**config.mk**
```make
export PLATFORM = sky130hd
export DESIGN_NAME = alpha_template_pixel_blend
export DESIGN_NICKNAME = d
export VERILOG_FILES = /design/src/atpb_pkg.sv /design/src/atpb_front.sv /design/src/atpb_queue.sv /design/src/atpb_back.sv /design/src/alpha_template_pixel_blend.sv
export SDC_FILE = /design/constraint.sdc
export NUM_CORES = 1
export LEC_CHECK = 0
export BUFFER_PORTS_ARGS = -buffer_cell sky130_fd_sc_hd__buf_2
export CORE_ASPECT_RATIO = 0.7
export CORE_MARGIN = 2
export CORE_UTILIZATION = 25
export CTS_BUF_LIST = sky130_fd_sc_hd__clkbuf_4 sky130_fd_sc_hd__clkbuf_8
export CTS_CLUSTER_DIAMETER = 30
export CTS_CLUSTER_SIZE = 24
export DETAILED_ROUTE_END_ITERATION = 12
export GPL_TIMING_DRIVEN = 0
export REMOVE_ABC_BUFFERS = 1
export SYNTH_ARGS = -nofsm -noshare
export SYNTH_HDL_FRONTEND = slang
export SYNTH_SLANG_ARGS = --single-unit
```
**constraint.sdc**
```tcl
create_clock -name clock -period 7.1 [get_ports clock]
set_input_delay 1.42 -clock clock [delete_from_list [all_inputs] [get_ports clock]]
set_output_delay 1.42 -clock clock [all_outputs]
set_load 0.005 [all_outputs]
```
**src/atpb_pkg.sv**
```systemverilog
// shared types and constants for the alpha template pixel blend
package atpb_pkg;

   localparam int unsigned CsrIndexWidth = 3;
   localparam int unsigned CsrDataWidth  = 32;
   localparam int unsigned QueueDepth    = 2;

   localparam logic [CsrIndexWidth-1:0] RegDrawMode    = 3'd0;
   localparam logic [CsrIndexWidth-1:0] RegInvertAlpha = 3'd1;
   localparam logic [CsrIndexWidth-1:0] RegFgColor     = 3'd2;
   localparam logic [CsrIndexWidth-1:0] RegBgColor     = 3'd3;
   localparam logic [CsrIndexWidth-1:0] RegPixelFormat = 3'd4;

   localparam logic [1:0] ModeTransparent = 2'd0;
   localparam logic [1:0] ModeInvert      = 2'd1;
   localparam logic [1:0] ModeOpaque      = 2'd2;

   localparam logic FormatXrgb8888 = 1'b0;
   localparam logic FormatRgb565   = 1'b1;

   // what the back end has to do with a pixel
   typedef enum logic [2:0] {
      KIND_NONE,
      KIND_FG,
      KIND_BLEND,
      KIND_INVERT,
      KIND_MIX
   } kind_type;

   typedef struct packed {
      logic [1:0]  draw_mode;
      logic        invert_alpha;
      logic [23:0] fg_color;
      logic [23:0] bg_color;
      logic        pixel_format;
   } cfg_type;

   // classified pixel handed from front end to back end
   typedef struct packed {
      kind_type    kind;
      logic [7:0]  alpha;
      logic [7:0]  dst_r;
      logic [7:0]  dst_g;
      logic [7:0]  dst_b;
      logic [31:0] dest;
   } item_type;

   function automatic logic [31:0] pack_pixel(logic fmt, logic [7:0] r, logic [7:0] g,
                                              logic [7:0] b);
      logic [31:0] px;
      if (fmt == FormatRgb565) begin
         px = {16'h0000, r[7:3], g[7:2], b[7:3]};
      end else begin
         px = {8'h00, r, g, b};
      end
      return px;
   endfunction

endpackage

```
**src/atpb_front.sv**
```systemverilog
// front end: takes a pixel transaction, applies alpha flip, classifies it
module atpb_front (
   input  logic                start,
   input  logic                queue_full,
   input  logic [7:0]          req_alpha,
   input  logic [31:0]         req_dest_pixel,
   input  atpb_pkg::cfg_type   cfg,
   output logic                busy,
   output logic                push,
   output atpb_pkg::item_type  push_item
);
   import atpb_pkg::*;

   logic [7:0] alpha_eff;
   kind_type   kind;

   assign busy = queue_full;
   assign push = start & ~queue_full;

   assign alpha_eff = req_alpha ^ {8{cfg.invert_alpha}};

   always_comb begin
      case (cfg.draw_mode)
         ModeTransparent: begin
            if (alpha_eff == 8'hff) begin
               kind = KIND_FG;
            end else if (alpha_eff != 8'h00) begin
               kind = KIND_BLEND;
            end else begin
               kind = KIND_NONE;
            end
         end
         ModeInvert: kind = alpha_eff[7] ? KIND_INVERT : KIND_NONE;
         ModeOpaque: kind = KIND_MIX;
         default:    kind = KIND_NONE;
      endcase
   end

   always_comb begin
      push_item.kind  = kind;
      push_item.alpha = alpha_eff;
      push_item.dest  = req_dest_pixel;
      // rgb565 channels are widened by shifting, no bit replication
      if (cfg.pixel_format == FormatRgb565) begin
         push_item.dst_r = {req_dest_pixel[15:11], 3'b000};
         push_item.dst_g = {req_dest_pixel[10:5], 2'b00};
         push_item.dst_b = {req_dest_pixel[4:0], 3'b000};
      end else begin
         push_item.dst_r = req_dest_pixel[23:16];
         push_item.dst_g = req_dest_pixel[15:8];
         push_item.dst_b = req_dest_pixel[7:0];
      end
   end

endmodule

```
**src/atpb_queue.sv**
```systemverilog
// short queue of classified pixels between front and back end
module atpb_queue (
   input  logic                clock,
   input  logic                reset,
   input  logic                push,
   input  atpb_pkg::item_type  push_item,
   input  logic                pop,
   output logic                full,
   output logic                not_empty,
   output atpb_pkg::item_type  head_item
);
   import atpb_pkg::*;

   localparam int unsigned PtrWidth = $clog2(QueueDepth);

   item_type                mem_ff [QueueDepth];
   logic [PtrWidth-1:0]     wr_ptr_ff, wr_ptr_in;
   logic [PtrWidth-1:0]     rd_ptr_ff, rd_ptr_in;
   logic [PtrWidth:0]       count_ff, count_in;
   logic                    do_pop;

   assign full      = (count_ff == (PtrWidth+1)'(QueueDepth));
   assign not_empty = (count_ff != '0);
   assign head_item = mem_ff[rd_ptr_ff];
   assign do_pop    = pop & not_empty;

   always_comb begin
      wr_ptr_in = push ? wr_ptr_ff + 1'b1 : wr_ptr_ff;
      rd_ptr_in = do_pop ? rd_ptr_ff + 1'b1 : rd_ptr_ff;
      count_in  = count_ff;
      if (push && !do_pop) begin
         count_in = count_ff + 1'b1;
      end else if (!push && do_pop) begin
         count_in = count_ff - 1'b1;
      end
   end

   always_ff @(posedge clock) begin
      if (reset) begin
         wr_ptr_ff <= '0;
         rd_ptr_ff <= '0;
         count_ff  <= '0;
      end else begin
         wr_ptr_ff <= wr_ptr_in;
         rd_ptr_ff <= rd_ptr_in;
         count_ff  <= count_in;
      end
   end

   always_ff @(posedge clock) begin
      if (push) begin
         mem_ff[wr_ptr_ff] <= push_item;
      end
   end

endmodule

```
**src/atpb_back.sv**
```systemverilog
// back end: per-channel multiply stage, then rounding, pack and result register
module atpb_back (
   input  logic                clock,
   input  logic                reset,
   input  logic                head_valid,
   input  atpb_pkg::item_type  head_item,
   input  atpb_pkg::cfg_type   cfg,
   output logic                pop,
   output logic                rsp_valid,
   output logic                rsp_write_enable,
   output logic [31:0]         rsp_new_pixel
);
   import atpb_pkg::*;

   typedef struct packed {
      kind_type          kind;
      logic [7:0]        base_r;
      logic [7:0]        base_g;
      logic [7:0]        base_b;
      logic signed [18:0] prod_r;
      logic signed [18:0] prod_g;
      logic signed [18:0] prod_b;
      logic [31:0]       dest;
   } mul_type;

   mul_type     mul_ff, mul_in;
   logic        mul_valid_ff;
   logic        rsp_valid_ff;
   logic        we_ff, we_in;
   logic [31:0] px_ff, px_in;
   logic [7:0]  ch_r, ch_g, ch_b;

   // the receiver cannot stall, so the head is taken every cycle it is there
   assign pop = head_valid;

   function automatic logic signed [18:0] chan_mul(logic [7:0] fg, logic [7:0] base,
                                                   logic [7:0] a);
      logic signed [9:0] diff;
      diff = $signed({2'b00, fg}) - $signed({2'b00, base});
      return 19'(diff) * 19'($signed({1'b0, a}));
   endfunction

   // blend: floor((p*257 + 32768) / 65536); mix: p / 256 toward zero
   function automatic logic [7:0] chan_fin(logic blend, logic [7:0] base,
                                           logic signed [18:0] p);
      logic signed [27:0] wide;
      logic signed [27:0] quo;
      wide = 28'(p);
      if (blend) begin
         quo = ((wide <<< 8) + wide + 28'sd32768) >>> 16;
      end else begin
         quo = (wide + (p[18] ? 28'sd255 : 28'sd0)) >>> 8;
      end
      return base + quo[7:0];
   endfunction

   always_comb begin
      mul_in.kind = head_item.kind;
      mul_in.dest = head_item.dest;
      if (head_item.kind == KIND_MIX) begin
         mul_in.base_r = cfg.bg_color[23:16];
         mul_in.base_g = cfg.bg_color[15:8];
         mul_in.base_b = cfg.bg_color[7:0];
      end else begin
         mul_in.base_r = head_item.dst_r;
         mul_in.base_g = head_item.dst_g;
         mul_in.base_b = head_item.dst_b;
      end
      mul_in.prod_r = chan_mul(cfg.fg_color[23:16], mul_in.base_r, head_item.alpha);
      mul_in.prod_g = chan_mul(cfg.fg_color[15:8], mul_in.base_g, head_item.alpha);
      mul_in.prod_b = chan_mul(cfg.fg_color[7:0], mul_in.base_b, head_item.alpha);
   end

   assign ch_r = chan_fin(mul_ff.kind == KIND_BLEND, mul_ff.base_r, mul_ff.prod_r);
   assign ch_g = chan_fin(mul_ff.kind == KIND_BLEND, mul_ff.base_g, mul_ff.prod_g);
   assign ch_b = chan_fin(mul_ff.kind == KIND_BLEND, mul_ff.base_b, mul_ff.prod_b);

   always_comb begin
      case (mul_ff.kind)
         KIND_FG: begin
            we_in = 1'b1;
            px_in = pack_pixel(cfg.pixel_format, cfg.fg_color[23:16],
                               cfg.fg_color[15:8], cfg.fg_color[7:0]);
         end
         KIND_BLEND, KIND_MIX: begin
            we_in = 1'b1;
            px_in = pack_pixel(cfg.pixel_format, ch_r, ch_g, ch_b);
         end
         KIND_INVERT: begin
            we_in = 1'b1;
            px_in = (cfg.pixel_format == FormatRgb565) ?
                    {16'h0000, ~mul_ff.dest[15:0]} : ~mul_ff.dest;
         end
         default: begin
            we_in = 1'b0;
            px_in = '0;
         end
      endcase
   end

   always_ff @(posedge clock) begin
      if (reset) begin
         mul_valid_ff <= 1'b0;
         rsp_valid_ff <= 1'b0;
      end else begin
         mul_valid_ff <= head_valid;
         rsp_valid_ff <= mul_valid_ff;
      end
   end

   always_ff @(posedge clock) begin
      mul_ff <= mul_in;
      we_ff  <= we_in;
      px_ff  <= px_in;
   end

   assign rsp_valid        = rsp_valid_ff;
   assign rsp_write_enable = we_ff;
   assign rsp_new_pixel    = px_ff;

endmodule

```
**src/alpha_template_pixel_blend.sv**
```systemverilog
// top level of the alpha template pixel blend: config registers and the three parts
// One pixel transaction per clock: a pixel is taken whenever start is high and busy
// is low. It is written into the queue, passes the multiply register and then the
// result register, and its result strobes on rsp_valid for a single cycle. The back
// end drains the queue every cycle because results cannot be held off, so the
// two-entry queue never holds more than one pixel and busy never rises. Each pixel
// yields exactly one result; rsp_new_pixel is zero whenever rsp_write_enable is
// low. Configuration writes are always taken (csr_ready is tied high) and should
// only be made with no pixel in flight.
module alpha_template_pixel_blend (
   input  logic                                   clock,
   input  logic                                   reset,
   input  logic                                   start,
   output logic                                   busy,
   input  logic [7:0]                             req_alpha,
   input  logic [31:0]                            req_dest_pixel,
   output logic                                   rsp_valid,
   output logic                                   rsp_write_enable,
   output logic [31:0]                            rsp_new_pixel,
   input  logic                                   csr_valid,
   output logic                                   csr_ready,
   input  logic [atpb_pkg::CsrIndexWidth-1:0]     csr_index,
   input  logic [atpb_pkg::CsrDataWidth-1:0]      csr_wdata
);
   import atpb_pkg::*;

   cfg_type  cfg_ff, cfg_in;
   logic     queue_full;
   logic     queue_not_empty;
   logic     push;
   logic     pop;
   item_type push_item;
   item_type head_item;

   assign csr_ready = 1'b1;

   always_comb begin
      cfg_in = cfg_ff;
      if (csr_valid) begin
         case (csr_index)
            RegDrawMode:    cfg_in.draw_mode    = csr_wdata[1:0];
            RegInvertAlpha: cfg_in.invert_alpha = csr_wdata[0];
            RegFgColor:     cfg_in.fg_color     = csr_wdata[23:0];
            RegBgColor:     cfg_in.bg_color     = csr_wdata[23:0];
            RegPixelFormat: cfg_in.pixel_format = csr_wdata[0];
            default:        cfg_in = cfg_ff;
         endcase
      end
   end

   always_ff @(posedge clock) begin
      if (reset) begin
         cfg_ff <= '0;
      end else begin
         cfg_ff <= cfg_in;
      end
   end

   atpb_front u_front (
      .start          (start),
      .queue_full     (queue_full),
      .req_alpha      (req_alpha),
      .req_dest_pixel (req_dest_pixel),
      .cfg            (cfg_ff),
      .busy           (busy),
      .push           (push),
      .push_item      (push_item)
   );

   atpb_queue u_queue (
      .clock     (clock),
      .reset     (reset),
      .push      (push),
      .push_item (push_item),
      .pop       (pop),
      .full      (queue_full),
      .not_empty (queue_not_empty),
      .head_item (head_item)
   );

   atpb_back u_back (
      .clock            (clock),
      .reset            (reset),
      .head_valid       (queue_not_empty),
      .head_item        (head_item),
      .cfg              (cfg_ff),
      .pop              (pop),
      .rsp_valid        (rsp_valid),
      .rsp_write_enable (rsp_write_enable),
      .rsp_new_pixel    (rsp_new_pixel)
   );

endmodule

```
==> metrics.yaml <==
worst_setup_path:
  critPathSlowestCell: "a311oi_4"
  critPathMaxFanout: 9
  max_stage_delay_ns: 0.55
  start_kind: "flip-flop"
  crit_top_cell: "inv_1"
  crit_start: "u_queue.mem_ff[0][64]"
  crit_arrival_ns: 7.54
  required_ns: 7.61
  r2r-start: "u_queue.mem_ff[0][64]"
  worstSetupPathType: "flip-flop to flip-flop"
  end_kind: "flip-flop"
route:
  route.detailed.drc: 0
  dr.first_iter.drc_count: 1380
  vias: 17800
  firstDrtPassIters: 6
  viasPerCell: 4.45
  postRouteAntennaNets: 0
  wl_per_cell_um: 16.6
  wl_mm: 66.4
place:
  portBuffers: 105
  gp_congestion: 0.841
  dp_hpwl_mm: 50.5
cells_and_area:
  area_growth_pct: 18.3
  final_net_count: 3160
  drive_gt1_frac: 0.171
timing:
  period_share: 0.990
  hold_violations: 0
  finalClockSkew_ns: 0.0395
  rsz0062_at_grt: "yes"
  fin_crit_ns: 7.03
  setup_tns_ns: 0
  setup_viol_count_final: 0
  fmax_mhz: 142
  slew_violations: 0
  maxSlewHeadroom: 0.100
  worst_pin_slew_ns: 1.35
synth:
  synth_top_area_frac: 0.167
  ys.flop_type: "dfxtp_1"
  synthTopCellsByArea: "dfxtp_1 17%, edfxtp_1 16%, fa_1 15%"
  synth_area_mm2: 0.0245
  avgSynthCellArea_um2: 9.82
  async_flop_share: 0
  synth_edf_count: 134
  synth_cells: 2500
  ys_types: 73
  synth-seq-cells: 339
  ys_seq_area_frac: 0.331
  yosysWarnings: 0
  yosysTopAreaCell: "dfxtp_1"
clock_tree:
  cts_tree: "yes"
  clk_path_buf_depth: 3
  clock_latency_ns: 0.63
  numCtsBuffers: 43
  path_clk_slew_ns: 0.10
  h-tree-depth: 2
  cts_root_buffer: "clkbuf_8"
  cts.sink_count: 339
floorplan:
  initial_core_util: 0.251
  ios: 115
  die_w_um: 378
  rows: 96
  dieHeight_um: 266
  core_mm2: 0.0977
  die-area_mm2: 0.101
global_routing:
  use_met3: 0.0425
  grt.busiest_layer: "met1"
  grt_max_degree: 64
  track_usage: 0.131
  grt_pass1_vias: 17300
  antenna_found_initial: 8
  overflow: 0
  met2_usage: 0.181
  grt_use_met1: 0.195
  grt_pass1_wl_mm: 101
min_path:
  hp-start: "u_back.mul_ff[28]"
  hp-class: "flip-flop to flip-flop"
run:
  cap_violations: 0
outcome:
  status: "finished clean"
flip-flops by register name (all words and copies together), names as in the netlist, named ones only:
| register | flops |
|---|---|
| u_back.mul_valid_ff | 1 |
| u_back.rsp_write_enable | 1 |
| u_back.rsp_valid | 1 |
| u_queue.wr_ptr_ff | 1 |
| u_queue.mem_ff | 134 |
| u_back.mul_ff | 113 |
| u_queue.count_ff | 2 |
| u_queue.rd_ptr_ff | 1 |
| u_back.rsp_new_pixel | 32 |
| cfg_ff | 52 |
Yosys cell counts (10+ instances only):
master	instances
nor3_1	29
o21ai_0	58
nor2_1	208
xor2_1	58
xnor2_1	97
inv_1	354
a31oi_1	17
a221oi_1	10
nand3_1	24
dfxtp_1	205
nand2b_1	29
and3_1	12
mux2i_1	55
clkbuf_1	60
edfxtp_1	134
nor2b_1	43
nand2_1	254
fa_1	185
a21o_1	39
a21oi_1	137
ha_1	259
mux2_2	57
nand4_1	11
buf_1	17
final cells by class:
cell class	instances	area [um^2]
antenna	4	10.0
tap	1323	1660
timing repair buffer	173	1360
inverter	354	1330
multi-input combinational	1726	15500
fill	10100	68600
clock buffer	49	649
clock inverter	30	365
sequential	339	8140
stage by stage:
| stage | cells | hold slack, ns | utilization | worst slack (ns) | instance area (um^2) |
|---|---|---|---|---|---|
| 3_3_place_gp | 3846 | 0.369 | 0.270 | -5.76 | 26400 |
| 5_1_grt | 3995 | 0.405 | 0.297 | -0.205 | 29000 |
| 4_1_cts | 3959 | 0.390 | 0.290 | -0.00959 | 28300 |
| 6_report | 3998 | 0.385 | 0.297 | 0.0701 | 29000 |
| 3_5_place_dp | 3859 | 0.373 | 0.274 | -1.57 | 26700 |
| 2_1_floorplan | 2418 | 0.368 | - | -2.47 | 24200 |
worst paths after layout:
check	to	slack, ns	cells past startpoint
worst max-delay path	u_back.mul_ff[86]	0.07	33
worst min-delay path	u_back.rsp_new_pixel[28]	0.39	1
worst max register to register	u_back.mul_ff[86]	0.07	33
worst min register to register	u_back.rsp_new_pixel[28]	0.39	1
per-layer routing:
metal / vias up / share of wire
li1: 8552 / -
met5: - / 0.00051
met2: 546 / 0.40
met3: 76 / 0.11
met4: 6 / 0.015
met1: 8624 / 0.48
critical path: cells and delay by family, from the launching register on:
kind                     cells  cell delay [ns]
adder cells (fa/ha/maj)      7             2.54
flip-flops                   1             0.45
AND/OR/NAND/NOR              4             0.54
XOR/XNOR                     2             0.43
AO/OA/AOI/OAI               11             1.99
buffers and inverters        9             0.93
cells in the final DEF, fill, tap and decap left out, types with 10 or more instances in the layout:
| master | Yosys | layout |
|---|---|---|
| nor3_1 | 29 | 29 |
| buf_12 | 0 | 10 |
| nand2b_1 | 29 | 29 |
| and3_1 | 12 | 11 |
| mux2i_1 | 55 | 48 |
| clkinv_8 | 0 | 11 |
| o21ai_0 | 58 | 45 |
| fa_1 | 185 | 181 |
| nand2_1 | 254 | 248 |
| a21o_1 | 39 | 38 |
| buf_4 | 3 | 41 |
| xnor2_1 | 97 | 90 |
| a21oi_1 | 137 | 117 |
| ha_1 | 259 | 247 |
| a21oi_2 | 6 | 20 |
| xor2_1 | 58 | 54 |
| a221oi_1 | 10 | 10 |
| edfxtp_1 | 134 | 134 |
| a31oi_1 | 17 | 12 |
| nand3_1 | 24 | 24 |
| clkbuf_8 | 0 | 45 |
| nand4_1 | 11 | 11 |
| ha_4 | 0 | 10 |
| nor2b_1 | 43 | 43 |
| nor2_1 | 208 | 200 |
| inv_2 | 0 | 13 |
| mux2_2 | 57 | 57 |
| o21ai_2 | 2 | 10 |
| buf_2 | 1 | 105 |
| dfxtp_1 | 205 | 203 |
| inv_1 | 354 | 341 |
logic make-up after synthesis:
family                     synth area share
AOI/OAI and AO/OA                    0.0954
xor gates and xnor gates             0.0576
adders and majority gates             0.285
buffers and inverters                0.0672
DFF                                   0.331
muxes                                0.0486
other                              0.000153
and+or+nand+nor                       0.115
repair_timing:
action	CTS	global route
gates resized for setup	59	90
hold buffers	0	0
setup buffers	18	34
setup endpoints to repair	33	18
pin swaps	30	86
cloned	3	0
Power is not shown: default switching activity piles up to over one toggle a cycle in this logic, so the estimate is an artifact.
